--- src/rtl/pdr_pkg.sv ---
// ---------------------------------------------------------------------------
// pdr_pkg
// Shared constants and types of the two-channel drive controller.
// ---------------------------------------------------------------------------
package pdr_pkg;

    localparam int unsigned FULL_DRIVE_DEF = 250;

    localparam int unsigned ERR_W   = 16;
    localparam int unsigned GAIN_W  = 8;
    localparam int unsigned DRIVE_W = 8;
    localparam int unsigned FRAC_W  = 16;
    // |err| * gain
    localparam int unsigned PROD_W  = ERR_W + GAIN_W;
    // divisor * 10, divisor up to 255
    localparam int unsigned DSR_W   = 12;
    localparam int unsigned ADDR_W  = 5;
    localparam int unsigned DATA_W  = 32;

    typedef enum logic [2:0] {
        REG_RELAY_MODE  = 3'd0,
        REG_HUM_HYST    = 3'd1,
        REG_P_GAIN_HEAT = 3'd2,
        REG_I_DIV_HEAT  = 3'd3,
        REG_P_GAIN_HUM  = 3'd4,
        REG_I_DIV_HUM   = 3'd5
    } pdr_reg_t;

endpackage

--- src/rtl/pi_drive_with_relay_modes_core.sv ---
// ---------------------------------------------------------------------------
// pi_drive_with_relay_modes_core
// Two-channel PI drive controller with anti-windup clamp and relay modes.
// ---------------------------------------------------------------------------
// Input channel s_*: one item per control update, s_tdata = err (signed),
// s_tuser = channel (0 heater, 1 humidifier). Output channel m_*: one item
// per input, m_tdata = drive level 0 .. FULL_DRIVE (low 8 bits).
// APB port: six registers at byte addresses 0,4,..,20. The user must write
// them only while the block is idle; the block does not enforce this.
// pready is tied high. A relay-mode item goes from acceptance to the output
// register through the done state. A PI item runs a bit-serial multiply over
// the gain bits, a restoring division one quotient bit a cycle, then the
// accumulate, clamp and integral write-back steps and the output load.
// One item is in work at a time; the next one is taken in the cycle after the
// result is loaded into the output register, so the block does not take a
// new item before it is through with the last one.
// Reset clears both integrals, the humidifier latch and the registers
// (divisors to 1). If the receiver stalls, the result holds in the output
// register while the next item is computed; that item then waits for the
// output register to free up.
// ---------------------------------------------------------------------------
module pi_drive_with_relay_modes_core #(
    parameter int unsigned FULL_DRIVE = pdr_pkg::FULL_DRIVE_DEF
) (
    input  logic                            clk,
    input  logic                            rst_n,
    input  logic                            s_tvalid,
    output logic                            s_tready,
    input  logic [pdr_pkg::ERR_W-1:0]       s_tdata,   // [15:0] err
    input  logic                            s_tuser,   // [0] channel
    output logic                            m_tvalid,
    input  logic                            m_tready,
    output logic [pdr_pkg::DRIVE_W-1:0]     m_tdata,   // [7:0] drive
    input  logic                            psel,
    input  logic                            penable,
    input  logic                            pwrite,
    input  logic [pdr_pkg::ADDR_W-1:0]      paddr,
    input  logic [pdr_pkg::DATA_W-1:0]      pwdata,
    output logic [pdr_pkg::DATA_W-1:0]      prdata,
    output logic                            pready
);

    localparam int unsigned FULL_W = $clog2(FULL_DRIVE + 1);
    localparam int unsigned FRAC_W = pdr_pkg::FRAC_W;
    localparam int unsigned PROD_W = pdr_pkg::PROD_W;
    localparam int unsigned DSR_W  = pdr_pkg::DSR_W;
    localparam int unsigned DVD_W  = PROD_W + FRAC_W;
    localparam int unsigned INT_W  = FULL_W + FRAC_W + 2;
    localparam int unsigned SUM_W  = ((DVD_W + 1 > INT_W) ? DVD_W + 1 : INT_W) + 2;
    localparam int unsigned CNT_W  = $clog2(DVD_W + 1);
    localparam int unsigned GAIN_W = pdr_pkg::GAIN_W;
    localparam int unsigned ERR_W  = pdr_pkg::ERR_W;
    localparam int unsigned DRV_W  = pdr_pkg::DRIVE_W;

    localparam logic [SUM_W-1:0]  TOP       = SUM_W'(FULL_DRIVE) << FRAC_W;
    localparam logic [DRV_W-1:0]  FULL8     = DRV_W'(FULL_DRIVE);
    localparam logic [CNT_W-1:0]  MUL_LAST  = CNT_W'(GAIN_W - 1);
    localparam logic [CNT_W-1:0]  DIV_LAST  = CNT_W'(DVD_W - 1);

    typedef enum logic [2:0] {
        ST_IDLE,
        ST_MUL,
        ST_DIV,
        ST_SUM_P,
        ST_SUM_I,
        ST_CLAMP,
        ST_WB,
        ST_DONE
    } state_t;

    // control and configuration
    state_t                   state_reg, state_next;
    logic [CNT_W-1:0]         cnt_reg, cnt_next;
    logic                     m_tvalid_reg, m_tvalid_next;
    logic [DRV_W-1:0]         m_tdata_reg, m_tdata_next;
    logic [1:0]               relay_mode_reg, relay_mode_next;
    logic [1:0]               hum_hyst_reg, hum_hyst_next;
    logic [GAIN_W-1:0]        p_gain_heat_reg, p_gain_heat_next;
    logic [GAIN_W-1:0]        i_div_heat_reg, i_div_heat_next;
    logic [GAIN_W-1:0]        p_gain_hum_reg, p_gain_hum_next;
    logic [GAIN_W-1:0]        i_div_hum_reg, i_div_hum_next;
    logic signed [INT_W-1:0]  integral_reg [2];
    logic signed [INT_W-1:0]  integral_next [2];
    logic                     hum_latch_reg, hum_latch_next;

    // datapath
    logic                     ch_reg, ch_next;
    logic                     neg_reg, neg_next;
    logic [ERR_W-1:0]         mag_reg, mag_next;
    logic [GAIN_W-1:0]        gain_sh_reg, gain_sh_next;
    logic [PROD_W-1:0]        prod_reg, prod_next;
    logic [DVD_W-1:0]         dvd_reg, dvd_next;
    logic [DSR_W-1:0]         rem_reg, rem_next;
    logic [FULL_W-1:0]        p_reg, p_next;
    logic signed [SUM_W-1:0]  acc_reg, acc_next;
    logic [DRV_W-1:0]         drive_reg, drive_next;

    logic                     accept_in;
    logic                     cfg_wr;
    logic                     relay_sel;
    logic [GAIN_W-1:0]        div_sel;
    logic [GAIN_W-1:0]        div_eff;
    logic [DSR_W-1:0]         dsr;
    logic [DSR_W:0]           rem_sh;
    logic                     q_bit;
    logic [PROD_W-1:0]        prod_step;
    logic signed [SUM_W-1:0]  p_scaled;
    logic signed [SUM_W-1:0]  quot_ext;

    assign s_tready  = (state_reg == ST_IDLE);
    assign accept_in = s_tvalid && s_tready;
    assign cfg_wr    = psel && penable && pwrite;
    assign pready    = 1'b1;
    assign m_tvalid  = m_tvalid_reg;
    assign m_tdata   = m_tdata_reg;

    assign relay_sel = s_tuser ? relay_mode_reg[1] : relay_mode_reg[0];
    assign div_sel   = ch_reg ? i_div_hum_reg : i_div_heat_reg;
    assign div_eff   = (div_sel == '0) ? GAIN_W'(1) : div_sel;
    // divisor * 10 as two shifts and an add
    assign dsr       = (DSR_W'(div_eff) << 3) + (DSR_W'(div_eff) << 1);

    assign rem_sh    = {rem_reg, dvd_reg[DVD_W-1]};
    assign q_bit     = (rem_sh >= {1'b0, dsr});
    assign prod_step = {prod_reg[PROD_W-2:0], 1'b0}
                     + (gain_sh_reg[GAIN_W-1] ? PROD_W'(mag_reg) : PROD_W'(0));
    assign p_scaled  = $signed(SUM_W'(p_reg) << FRAC_W);
    assign quot_ext  = $signed(SUM_W'(dvd_reg));

    always_comb
    begin
        prdata = '0;
        unique case (pdr_pkg::pdr_reg_t'(paddr[4:2]))
            pdr_pkg::REG_RELAY_MODE:  prdata = pdr_pkg::DATA_W'(relay_mode_reg);
            pdr_pkg::REG_HUM_HYST:    prdata = pdr_pkg::DATA_W'(hum_hyst_reg);
            pdr_pkg::REG_P_GAIN_HEAT: prdata = pdr_pkg::DATA_W'(p_gain_heat_reg);
            pdr_pkg::REG_I_DIV_HEAT:  prdata = pdr_pkg::DATA_W'(i_div_heat_reg);
            pdr_pkg::REG_P_GAIN_HUM:  prdata = pdr_pkg::DATA_W'(p_gain_hum_reg);
            pdr_pkg::REG_I_DIV_HUM:   prdata = pdr_pkg::DATA_W'(i_div_hum_reg);
            default:                  prdata = '0;
        endcase
    end

    always_comb
    begin
        state_next       = state_reg;
        cnt_next         = cnt_reg;
        m_tvalid_next    = m_tvalid_reg;
        m_tdata_next     = m_tdata_reg;
        relay_mode_next  = relay_mode_reg;
        hum_hyst_next    = hum_hyst_reg;
        p_gain_heat_next = p_gain_heat_reg;
        i_div_heat_next  = i_div_heat_reg;
        p_gain_hum_next  = p_gain_hum_reg;
        i_div_hum_next   = i_div_hum_reg;
        integral_next    = integral_reg;
        hum_latch_next   = hum_latch_reg;
        ch_next          = ch_reg;
        neg_next         = neg_reg;
        mag_next         = mag_reg;
        gain_sh_next     = gain_sh_reg;
        prod_next        = prod_reg;
        dvd_next         = dvd_reg;
        rem_next         = rem_reg;
        p_next           = p_reg;
        acc_next         = acc_reg;
        drive_next       = drive_reg;

        if (cfg_wr)
        begin
            unique case (pdr_pkg::pdr_reg_t'(paddr[4:2]))
                pdr_pkg::REG_RELAY_MODE:  relay_mode_next  = pwdata[1:0];
                pdr_pkg::REG_HUM_HYST:    hum_hyst_next    = pwdata[1:0];
                pdr_pkg::REG_P_GAIN_HEAT: p_gain_heat_next = pwdata[GAIN_W-1:0];
                pdr_pkg::REG_I_DIV_HEAT:  i_div_heat_next  = pwdata[GAIN_W-1:0];
                pdr_pkg::REG_P_GAIN_HUM:  p_gain_hum_next  = pwdata[GAIN_W-1:0];
                pdr_pkg::REG_I_DIV_HUM:   i_div_hum_next   = pwdata[GAIN_W-1:0];
                default:                  ;
            endcase
        end

        // drop the output item once taken
        if (m_tvalid_reg && m_tready)
            m_tvalid_next = 1'b0;

        unique case (state_reg)
            ST_IDLE:
            begin
                if (accept_in)
                begin
                    ch_next      = s_tuser;
                    neg_next     = s_tdata[ERR_W-1];
                    mag_next     = s_tdata[ERR_W-1] ? ERR_W'(-s_tdata) : s_tdata;
                    gain_sh_next = s_tuser ? p_gain_hum_reg : p_gain_heat_reg;
                    prod_next    = '0;
                    cnt_next     = '0;
                    if (relay_sel)
                    begin
                        state_next = ST_DONE;
                        if (!s_tuser)
                        begin
                            drive_next = (!s_tdata[ERR_W-1] && (s_tdata != '0))
                                       ? FULL8 : '0;
                        end
                        else if (!s_tdata[ERR_W-1] && (s_tdata > ERR_W'(hum_hyst_reg)))
                        begin
                            hum_latch_next = 1'b1;
                            drive_next     = FULL8;
                        end
                        else if (s_tdata[ERR_W-1])
                        begin
                            hum_latch_next = 1'b0;
                            drive_next     = '0;
                        end
                        else
                        begin
                            // inside the hysteresis band: hold the latch
                            drive_next = hum_latch_reg ? FULL8 : '0;
                        end
                    end
                    else
                    begin
                        state_next = ST_MUL;
                    end
                end
            end
            ST_MUL:
            begin
                prod_next    = prod_step;
                gain_sh_next = {gain_sh_reg[GAIN_W-2:0], 1'b0};
                cnt_next     = cnt_reg + CNT_W'(1);
                if (cnt_reg == MUL_LAST)
                begin
                    dvd_next   = {prod_step, FRAC_W'(0)};
                    rem_next   = '0;
                    cnt_next   = '0;
                    state_next = ST_DIV;
                end
            end
            ST_DIV:
            begin
                rem_next = q_bit ? DSR_W'(rem_sh - {1'b0, dsr}) : rem_sh[DSR_W-1:0];
                dvd_next = {dvd_reg[DVD_W-2:0], q_bit};
                cnt_next = cnt_reg + CNT_W'(1);
                // proportional part, clamped to [0, FULL_DRIVE]
                if (neg_reg)
                    p_next = '0;
                else if (prod_reg > PROD_W'(FULL_DRIVE))
                    p_next = FULL_W'(FULL_DRIVE);
                else
                    p_next = prod_reg[FULL_W-1:0];
                if (cnt_reg == DIV_LAST)
                    state_next = ST_SUM_P;
            end
            ST_SUM_P:
            begin
                acc_next   = p_scaled + SUM_W'(integral_reg[ch_reg]);
                state_next = ST_SUM_I;
            end
            ST_SUM_I:
            begin
                acc_next   = neg_reg ? (acc_reg - quot_ext) : (acc_reg + quot_ext);
                state_next = ST_CLAMP;
            end
            ST_CLAMP:
            begin
                if (acc_reg < 0)
                    acc_next = '0;
                else if (acc_reg > $signed(TOP))
                    acc_next = $signed(TOP);
                state_next = ST_WB;
            end
            ST_WB:
            begin
                // back-calculate the integral from the clamped sum
                integral_next[ch_reg] = INT_W'(acc_reg - p_scaled);
                drive_next            = acc_reg[FRAC_W +: DRV_W];
                state_next            = ST_DONE;
            end
            ST_DONE:
            begin
                if (!m_tvalid_reg || m_tready)
                begin
                    m_tvalid_next = 1'b1;
                    m_tdata_next  = drive_reg;
                    state_next    = ST_IDLE;
                end
            end
            default:
            begin
                state_next = ST_IDLE;
            end
        endcase
    end

    always_ff @(posedge clk or negedge rst_n)
    begin
        if (!rst_n)
        begin
            state_reg       <= ST_IDLE;
            cnt_reg         <= '0;
            m_tvalid_reg    <= 1'b0;
            m_tdata_reg     <= '0;
            relay_mode_reg  <= '0;
            hum_hyst_reg    <= '0;
            p_gain_heat_reg <= '0;
            i_div_heat_reg  <= GAIN_W'(1);
            p_gain_hum_reg  <= '0;
            i_div_hum_reg   <= GAIN_W'(1);
            integral_reg[0] <= '0;
            integral_reg[1] <= '0;
            hum_latch_reg   <= 1'b0;
        end
        else
        begin
            state_reg       <= state_next;
            cnt_reg         <= cnt_next;
            m_tvalid_reg    <= m_tvalid_next;
            m_tdata_reg     <= m_tdata_next;
            relay_mode_reg  <= relay_mode_next;
            hum_hyst_reg    <= hum_hyst_next;
            p_gain_heat_reg <= p_gain_heat_next;
            i_div_heat_reg  <= i_div_heat_next;
            p_gain_hum_reg  <= p_gain_hum_next;
            i_div_hum_reg   <= i_div_hum_next;
            integral_reg[0] <= integral_next[0];
            integral_reg[1] <= integral_next[1];
            hum_latch_reg   <= hum_latch_next;
        end
    end

    always_ff @(posedge clk)
    begin
        ch_reg      <= ch_next;
        neg_reg     <= neg_next;
        mag_reg     <= mag_next;
        gain_sh_reg <= gain_sh_next;
        prod_reg    <= prod_next;
        dvd_reg     <= dvd_next;
        rem_reg     <= rem_next;
        p_reg       <= p_next;
        acc_reg     <= acc_next;
        drive_reg   <= drive_next;
    end

endmodule

--- config.mk ---
export PLATFORM = sky130hd
export DESIGN_NAME = pi_drive_with_relay_modes_core
export DESIGN_NICKNAME = d
export VERILOG_FILES = /design/src/rtl/pdr_pkg.sv /design/src/rtl/pi_drive_with_relay_modes_core.sv
export SDC_FILE = /design/constraint.sdc
export NUM_CORES = 1
export LEC_CHECK = 0
export BUFFER_PORTS_ARGS = -buffer_cell sky130_fd_sc_hd__buf_2
export CAP_MARGIN = 20
export CORE_UTILIZATION = 35
export CTS_BUF_LIST = sky130_fd_sc_hd__clkbuf_8
export CTS_CLUSTER_SIZE = 20
export DETAILED_ROUTE_END_ITERATION = 8
export SLEW_MARGIN = 20
export SYNTH_ARGS = -nofsm -noshare
export SYNTH_HDL_FRONTEND = slang
export SYNTH_SLANG_ARGS = --single-unit
--- constraint.sdc ---
create_clock -name clk -period 8.95 [get_ports clk]
set_input_delay 0.895 -clock clk [delete_from_list [all_inputs] [get_ports clk]]
set_output_delay 0.895 -clock clk [all_outputs]
set_load 0.005 [all_outputs]
==> summary.txt, run 1 <==
STA
  • Max Fclk: 0.1880 GHz
  • Worst relative slew slack: 0.3054
  • Count of final setup violators: 0
  • Worst Tran Pin Value: just over 1000 ps
  • Tcrit/Tclk final: 0.5942
  • Setup WS post-layout: about 3600 ps
  • Period minus WS final: about 5300 ps
  • Pins over their slew limit: 0
  • Unrepaired setup endpoints after global routing: false
  • Setup TNS: 0 ps
  • Max Clock Skew: 28.39 ps
  • Final Hold Vio Count: 0

Power
  • Static leakage: 0.008087 uW
  • VDD IR max: 0.0001422 V
  • Pwr dens: 381.6 nW/um^2

Placed design
  • Cells after DPL: 2511
  • IO Port Bufs: 52
  • Placed instance area: 18660 sq um
  • Detail Placement HPWL: 32.53 mm
  • Pre-CTS setup slack: 3726 ps
  • Routability Congestion: 0.8868

Logic synthesis
  • Post-synth cell types: 81
  • Leading area contributor after synthesis: edfxtp_1
  • Largest cells by area after synthesis: edfxtp_1 (27%), dfrtp_1 (15%), ha_1 (6.6%)
  • Sequential area share after synthesis: 0.4236
  • Post-synth top area share: 0.2725
  • Synthesized area: roughly 18000 sq um
  • Synth Instances: ~1800
  • Mean post-synth cell area: 9.642 sq um
  • Synthesized flop and latch total: 268
  • Number of synthesis warnings: 0
  • Top FF cell, synth: edfxtp_1
  • Post-synth EDFFs: 161
  • Synth async-reset ratio: 0.3993

Worst setup path
  • R2R cell count: 14
  • WS Path Type: reg2reg
  • Worst-path fanout max: 8
  • RR Endpoint: acc_reg[36]
  • CP required: 9280 ps
  • Crit path launch type: flip-flop
  • Critical Path Sink Type: flip-flop
  • Reg2Reg Setup Slack: 3630 ps
  • Arrival @ worst endpoint: 5650 ps
  • Worst r2r src: dvd_reg[3]

Status
  • Status: finished clean

Drt
  • WL per Instance: 17.08 um
  • DR pass1 iterations: 6
  • DR vias: 13940
  • Post-route ant nets: 0
  • Vias per cell: around 5.4
  • Iter 0 DRT Violations: roughly 1000
  • WL final: 44.48 mm
  • Remaining DRCs: 0

Finish
  • Multi-input gate area: 9602 sq um
  • Commonest non-fill, non-tap cell in the layout: nand2_1
  • Final std cells w/o fill: 2604
  • FILL cells: around 5000
  • Largest register FFs: 52
  • Most frequent cells in the layout: nand2_1 (204), edfxtp_1 (161), o21ai_0 (131)
  • Share of cells above drive strength 1: 0.1279
  • Synth-to-layout area growth: 11.34%
  • Register Area: roughly 7500 sq um
  • Design area: a little under 20000 sq um
  • Nets: just over 2000

Clock tree
  • Total CTS buffers: between 40 and 50
  • H-tree Lvls: 2
  • Clk slew on worst S/H paths: 60 ps
  • Post-CTS setup buffers: 0
  • Root buf cell: clkbuf_8
  • Hold-fix buffers, CTS: 0
  • CTS tree: built
  • CTS resizes: 0
  • Sink Count: 268
  • Max clock buf depth: 3
  • Worst-skew pair later-pin latency: 630 ps

Global route
  • Largest net degree at the start of global routing: 71
  • Global route overflow: 0
  • Global-route wire length before repair: approximately 72 mm
  • Vias in the first global route: 13660
  • GRT Total Usage: 0.1749
  • Antenna violations before repair: 1

Hold path
  • Worst min path class: in2async

Floorplan
  • Die ar.: 51590 sq um
  • Die X: 227.1 um
  • Core ar.: 50070 sq um
  • Chip Height: 227.1 um
  • Starting Density: 0.3544
  • Rows: 82
  • I/O pins: about 100

Flow run
  • MaxCap Viol Count: 0
## report_power, final
group          internal, uW  switching [uW]  total, uW
Combinational          1550            2300       3850
Sequential             1960             431       2390
Clock                   745             547       1290
Total                  4260            3280       7540
## through the flow
step | utilization | power, uW | hold WS (ps)
after CTS | 0.3945 | 7557 | 200.1
after detailed placement | 0.3727 | 6224 | 462.1
after floorplan | - | 5216 | 441.9
after global routing | 0.3945 | 8135 | 239.6
final | 0.3945 | 7537 | 220.0
after global placement | 0.3727 | 6140 | 457.8
## Yosys cell counts, drive strengths merged (5+ instances only)
master     n
nand2    204
edfxtp   161
o21ai    134
nor2     125
a21oi    120
dfrtp    105
xnor2     96
ha        93
inv       75
mux2      74
clkbuf    66
mux2i     60
nand3     41
nor3      39
a21o      32
buf       31
and2      28
nor4      28
and3      26
xor2      26
o22ai     22
nand2b    21
or3       21
a31oi     19
nand4     19
o211ai    17
nor2b     15
o21a      13
o31ai     13
nor3b     10
a211oi     9
or4        9
o21bai     7
o2111ai    6
a2111oi    5
fa         5
o41ai      5
or2        5
## how the worst max path moves through the flow
| stage | from | endpoint | slack, ps | depth (start not counted) |
|---|---|---|---|---|
| floorplan | state_reg[0] | dvd_reg[0] | 3590 | 4 |
| global placement | dvd_reg[3] | acc_reg[27] | 3710 | 14 |
| detailed placement | ch_reg | rem_reg[11] | 3730 | 17 |
| CTS | ch_reg | rem_reg[11] | 3700 | 17 |
| global route | dvd_reg[3] | acc_reg[42] | 3310 | 16 |
| finish | dvd_reg[3] | acc_reg[36] | 3630 | 14 |
## cells by family after synthesis
logic type / share of synthesized area
and+or+nand+nor: 0.1669
xor gates and xnor gates: 0.06065
adders and majority gates: 0.07179
DFF: 0.4236
other: 0.0004233
AOI/OAI and AO/OA: 0.1511
muxes: 0.08336
buffers and inverters: 0.04224
## critical path, cell delays in order, from the launching register on
cell	delay, ps
edfxtp_1	500
or4_4	570
or3_1	390
nor3b_4	390
a21oi_1	140
xnor2_1	170
ha_1	400
a211oi_1	320
o21ai_1	240
nor4_1	330
a211oi_1	150
a221oi_1	690
o211ai_1	310
a31oi_1	300
o211ai_1	130
## layout make-up
cell class | count | share of cell area
Antenna cell | 1 | 0.0001267
Clock buffer | 59 | 0.04111
Clock inverter | 33 | 0.01419
Inverter | 75 | 0.01425
Multi-Input combinational cell | 1423 | 0.4861
Sequential cell | 268 | 0.3804
Tap cell | 672 | 0.04256
Timing Repair Buffer | 73 | 0.02128
## per-layer routing
layer | global-route usage | part of all wire
met2 | 0.2850 | 0.46
met3 | 0.02439 | 0.052
met1 | 0.2334 | 0.46
met5 | 0 | 0
met4 | 0.07015 | 0.031
Power figures use the tool's default switching activity.
==> inputs of run 2 (changes only) <==
Settings changed: ABC_AREA from default to 1.
Clock period 8.95 ns to 5.1 ns, I/O delays scaled along.
==> run 2 against run 1 <==
Synthesized area is 8.4% higher. Utilization is 0.40 points lower. Combinational power is 110% higher. Critical path type unchanged. Critical endpoint is now rem_reg[3].
==> summary.txt, run 2 <==
Status
  • Status: finished clean

Floorplan
  • I/O pins: 104
  • Starting Density: 0.3559
  • Die X: 236.4 um
  • Rows: 85
  • Die ar.: 55880 sq um
  • Core ar.: 54030 sq um
  • Chip Height: 236.4 um

Placed design
  • Routability Congestion: 0.9241
  • Cells after DPL: 3351
  • IO Port Bufs: 52
  • Detail Placement HPWL: 41.85 mm
  • Placed instance area: about 20000 sq um

STA
  • Period minus WS final: roughly 4200 ps
  • Tcrit/Tclk final: 0.8284
  • Count of final setup violators: 0
  • Max Fclk: 0.2367 GHz
  • Max Clock Skew: 50.37 ps
  • Final Hold Vio Count: 0
  • Worst relative slew slack: 0.3246
  • Worst Tran Pin Value: 1012 ps
  • Unrepaired setup endpoints after global routing: false
  • Setup TNS: 0 ps
  • Pins over their slew limit: 0

Drt
  • WL per Instance: around 16 um
  • Post-route ant nets: 0
  • Vias per cell: around 5
  • Remaining DRCs: 0
  • WL final: ~54 mm
  • Iter 0 DRT Violations: approximately 1200
  • DR vias: 17120
  • DR pass1 iterations: 5

Hold path
  • Worst min path class: in2reg
  • Worst Hold Path Cells: 1
  • Hold Path End: mag_reg[0]
  • Hold path startpoint: s_tdata[0]

Worst setup path
  • RR Endpoint: rem_reg[3]
  • CP cell instances: o21ai_0 > nand3_1 > o31ai_1 > ha_1 > nand2_1 > nand2_1 > nand2_2 > nor2_1 > o21ai_2 > xor2_1 > ha_1 > inv_1 > nor4_1 > a21oi_1 > nand2_2 > inv_2 > a21oi_1 > nor2_1
  • Worst-path fanout max: 18
  • Worst r2r src: ch_reg
  • Critical Path Sink Type: flip-flop
  • WS Path Type: reg2reg
  • Delay-heaviest family, CP: compound AO/OA/AOI/OAI gates
  • Crit-path slowest cell: edfxtp_1
  • Slowest stage delay, CP: 680 ps
  • Reg2Reg Setup Slack: between 800 and 900 ps
  • Crit path launch type: flip-flop
  • CP required: 5500 ps
  • Buf+Inv Stages, Crit Path: 2
  • R2R cell count: 18
  • Arrival @ worst endpoint: 4630 ps

Logic synthesis
  • Synth Instances: 2645
  • Mean post-synth cell area: 7.270 sq um
  • Post-synth cell types: 56
  • Number of synthesis warnings: 0
  • Synthesized flop and latch total: 268
  • Post-synth EDFFs: 161
  • Largest cells by area after synthesis: edfxtp_1 (25%), nand2_1 (15%), dfrtp_1 (14%)
  • Sequential area share after synthesis: 0.3908
  • Synthesized area: ~19000 sq um
  • Most numerous cell in the Yosys netlist: nand2_1
  • Leading area contributor after synthesis: edfxtp_1
  • Synth async-reset ratio: 0.3993
  • Post-synth top area share: 0.2514
  • Top FF cell, synth: edfxtp_1
  • Commonest cells in the netlist: nand2_1 (788), inv_1 (381), nor2_1 (295), edfxtp_1 (161), o21ai_0 (156)

Clock tree
  • CTS tree: built
  • Root buf cell: clkbuf_8
  • H-tree Lvls: 2
  • Sink Count: 268
  • Total CTS buffers: 48
  • Post-CTS setup buffers: 0
  • CTS resizes: 0
  • Clk slew on worst S/H paths: roughly 60 ps
  • Max clock buf depth: 3
  • Worst-skew pair later-pin latency: 650 ps
  • Hold-fix buffers, CTS: 1

Finish
  • Final std cells w/o fill: between 3000 and 4000
  • Nets: 2866
  • Final core occ: 0.3905
  • Design area: roughly 21000 sq um
  • Synth-to-layout area growth: 9.728%
  • Share of cells above drive strength 1: 0.07465
  • Most frequent cells in the layout: nand2_1 (787), inv_1 (400), nor2_1 (293)
  • Antenna diodes: 0
  • Largest register FFs: 52
  • Commonest non-fill, non-tap cell in the layout: nand2_1

Global route
  • GRT Total Usage: 0.1941
  • Largest net degree at the start of global routing: 65
  • Global route overflow: 0
  • Global-route wire length before repair: about 87 mm
  • Vias in the first global route: 16920
  • Antenna violations before repair: 0

Power
  • VDD IR max: approximately 0.00028 V
  • Pwr dens: just under 700 nW/um^2
  • Static leakage: 0.01023 uW

Flow run
  • MaxCap Viol Count: 0
==> run 2: changes by cell type after synthesis, sizes merged, moves of 24 or more <==
cell and change:
mux2 -66, inv +317, nor2 +179, nand2 +593, clkbuf -43, a21o -30, nand3 +95, and3 -24
and2 -25, xor2 +40, mux2i -60, xnor2 -72, o21ai +69
==> run 2: worst max-delay path by stage <==
| stage | start | endpoint | slack (ps) | cells past startpoint |
|---|---|---|---|---|
| 6_report | ch_reg | rem_reg[3] | 870 | 18 |
| 5_1_grt | ch_reg | rem_reg[3] | 530 | 18 |
| 4_1_cts | ch_reg | rem_reg[3] | 890 | 18 |
| 3_5_place_dp | ch_reg | rem_reg[3] | 880 | 18 |
| 3_3_place_gp | ch_reg | rem_reg[3] | 900 | 18 |
| 2_1_floorplan | ch_reg | rem_reg[11] | 1680 | 24 |
==> run 2: layer usage <==
layer | up-vias | track usage | share of wire
met3 | 100 | 0.02738 | 0.057
met1 | 7935 | 0.2629 | 0.47
met2 | 450 | 0.3131 | 0.44
met5 | - | 0 | 0
met4 | 0 | 0.07241 | 0.031
li1 | 8631 | - | -
==> run 2: power breakdown <==
group | total [uW] | switching [uW] | internal [uW] | leakage, uW
clock | 2140 | 987 | 1160 | 0.000590
combinational | 8160 | 5540 | 2630 | 0.00676
sequential | 4260 | 712 | 3550 | 0.00288
total | 14600 | 7240 | 7330 | 0.0102
==> run 2: cell type report <==
type,instances,area (sq um)
clock buffer,59,812.0
clock inverter,30,195.2
fill,5655,32930
inverter,395,1483
multi-input combinational,1930,9864
sequential,268,7515
tap,696,870.8
timing repair buffer,64,359.1
==> run 2: logic make-up (layout without fill, tap and decap cells) <==
logic type	Yosys count	after routing	synth area share
mux	8	8	0.004685
simple gates	1337	1337	0.2866
buf+inv	470	548	0.1019
flops	268	268	0.3908
other cells	2	25	0.0003906
compound gates	372	372	0.1085
xor+xnor	90	90	0.04138
fa+ha+maj	98	98	0.06572
==> run 2: metrics by stage <==
| stage | setup WS, ps | hold WS (ps) | power, uW |
|---|---|---|---|
| 2_1_floorplan | 1677 | 214.4 | 10010 |
| 3_3_place_gp | 900.0 | 457.4 | 12260 |
| 3_5_place_dp | 883.0 | 458.7 | 12370 |
| 4_1_cts | 891.2 | 5.365 | 14590 |
| 5_1_grt | 525.6 | 29.20 | 15910 |
| 6_report | 874.9 | 56.35 | 14570 |
==> inputs of run 3 (changes only) <==
Clock period 5.1 ns to 3.52 ns, I/O delays scaled along.
==> run 3 against run 2 <==
Combinational power is 80% higher. Maximum frequency grew 22%. Worst setup slack got worse by 820 ps. Critical endpoint is now rem_reg[5]. Utilization grew 4.0 points. Hold slack got worse by 4.0 ps. Clock skew decreased by 3.1 ps. Critical path type unchanged.
==> summary.txt, run 3 (synthesized netlist as in run 2, its figures left out) <==
Status
  • Status: finished clean

Worst setup path
  • Crit path launch type: flip-flop
  • Critical Path Start: ch_reg
  • R2R cell count: 20
  • Worst-path fanout max: 7
  • Worst r2r src: ch_reg
  • CP required: 3940 ps
  • RR Endpoint: rem_reg[5]
  • Reg2Reg Setup Slack: 50 ps
  • Arrival @ worst endpoint: around 3900 ps
  • WS Path Type: reg2reg
  • Crit path to: rem_reg[5]
  • Critical Path Sink Type: flip-flop

Finish
  • Design area: 23260 sq um
  • Most frequent cells in the layout: nand2_1 (758), inv_1 (388), nor2_1 (258)
  • Synth-to-layout area growth: 20.99%
  • Commonest non-fill, non-tap cell in the layout: nand2_1
  • FILL cells: 5440
  • Final std cells w/o fill: 3618
  • Share of cells above drive strength 1: 0.1753
  • Nets: just over 3000
  • Largest register FFs: 52

Power
  • VDD IR max: 0.0005117 V
  • P_sw: approximately 11000 uW
  • Sequential power share: 0.259
  • Pwr dens: between 1000 and 1500 nW/um^2
  • Static leakage: 0.01114 uW
  • Power share of the clock group: 0.125
  • Gate power share: 0.615
  • Cell Int Power: 12370 uW
  • Switching Share: 0.4817

STA
  • Count of final setup violators: 0
  • Final Hold Vio Count: 0
  • Max Fclk: 0.2885 GHz
  • Hold WS: about 52 ps
  • Unrepaired setup endpoints after global routing: true
  • Tcrit/Tclk final: 0.9848
  • Max Clock Skew: 47.23 ps
  • Pins over their slew limit: 0
  • Setup WS post-layout: 53.67 ps
  • Worst Tran Pin Value: 1103 ps
  • Worst relative slew slack: 0.2638
  • Period minus WS final: 3466 ps

Floorplan
  • Die ar.: roughly 56000 sq um
  • I/O pins: 104
  • Chip Height: 236.4 um
  • Core ar.: 54030 sq um
  • Starting Density: 0.3559
  • Die X: 236.4 um
  • Rows: 85

Hold path
  • Worst min path class: in2reg

Placed design
  • Detail Placement HPWL: 42.87 mm
  • Pre-CTS setup slack: -125.4 ps
  • Routability Congestion: about 0.97
  • Placed instance area: 21070 sq um
  • Cells after DPL: roughly 3500
  • IO Port Bufs: 52

Global route
  • Global-route wire length before repair: just under 90 mm
  • GRT Total Usage: 0.1969
  • Met1 Use GR: 0.2562
  • Largest net degree at the start of global routing: 64
  • Most used routing layer in global routing: met2
  • GRT met3 Usage: 0.02972
  • M2 GR Usage: 0.3303
  • Vias in the first global route: between 15000 and 20000
  • Antenna violations before repair: 2
  • Global route overflow: 0

Drt
  • WL final: between 50 and 60 mm
  • DR pass1 iterations: 6
  • Remaining DRCs: 0
  • Iter 0 DRT Violations: 1170
  • Vias per cell: 4.919
  • DR vias: 17800
  • Post-route ant nets: 0
  • WL per Instance: 15.54 um

Clock tree
  • Root buf cell: clkbuf_8
  • Total CTS buffers: just under 50
  • Max clock buf depth: 3
  • H-tree Lvls: 2
  • CTS tree: built
  • Worst-skew pair later-pin latency: ~660 ps
  • Sink Count: ~270
  • Clk slew on worst S/H paths: 60 ps

Flow run
  • MaxCap Viol Count: 0
run 3: how the worst min path moves through the flow:
stage	slack, ps	cells past startpoint	endpoint	from
2_1_floorplan	60	0	cnt_reg[0]	rst_n
5_1_grt	40	2	mag_reg[10]	s_tdata[10]
4_1_cts	0.06	2	mag_reg[10]	s_tdata[10]
3_5_place_dp	390	1	i_div_hum_reg[4]	rst_n
6_report	50	2	mag_reg[10]	s_tdata[10]
3_3_place_gp	380	1	i_div_hum_reg[4]	rst_n
run 3: metrics by stage:
stage	power (uW)	util	setup TNS, ps
6_report	23860	0.4306	0
5_1_grt	25870	0.4305	-2457
4_1_cts	22570	0.4131	0
3_5_place_dp	19330	0.3900	-813.2
3_3_place_gp	19110	0.3900	-214.4
2_1_floorplan	14510	-	0
run 3: per-layer routing:
metal  vias to the layer above  wire, um
met5                         -         0
met4                         0      1647
met3                        85      3144
met2                       421     26350
met1                      8300     25100
li1                       8990         -
run 3: layout make-up:
cell class / count / area (sq um) / share of cell area
inverters: 395 / 1490 / 0.06405
clock inverters: 38 / 224.0 / 0.009627
repair buffers: 233 / 1757 / 0.07551
flip-flops and latches: 268 / 7515 / 0.3230
well taps: 696 / 870.8 / 0.03743
clock buffers: 54 / 743.2 / 0.03195
diodes: 2 / 5.005 / 0.0002151
multi-input cells: 1932 / 10660 / 0.4582
run 3: timing repair:
action	4_1_cts	5_1_grt
gates resized for setup	21	192
hold buffers	16	0
cloned	1	4
endpoints found under the setup margin	26	40
endpoints found under the hold margin	80	0
pin swaps	2	40
setup buffers	2	20
run 3: power groups by stage:
stage	clock network, uW	registers, uW	logic, uW
floorplan	0	5800	8710
global placement	0	6140	13000
detailed placement	0	6170	13200
CTS	3080	6130	13400
global route	3210	6340	16300
finish	2990	6190	14700
run 3: critical path, stage by stage (launching register included):
cell and delay, ps:
edfxtp_1 530, buf_12 200, o21ai_4 160, nand3_2 110, o31ai_4 240, ha_2 250
nand2_1 60, nand2_1 60, nand2_2 80, o21ai_2 150, xor2_1 190, ha_1 290
inv_2 70, o21bai_1 90, nand2_1 70, nand2_1 70, a21oi_4 210, buf_6 150
nand2_8 70, o21ai_2 130, nor2_1 40
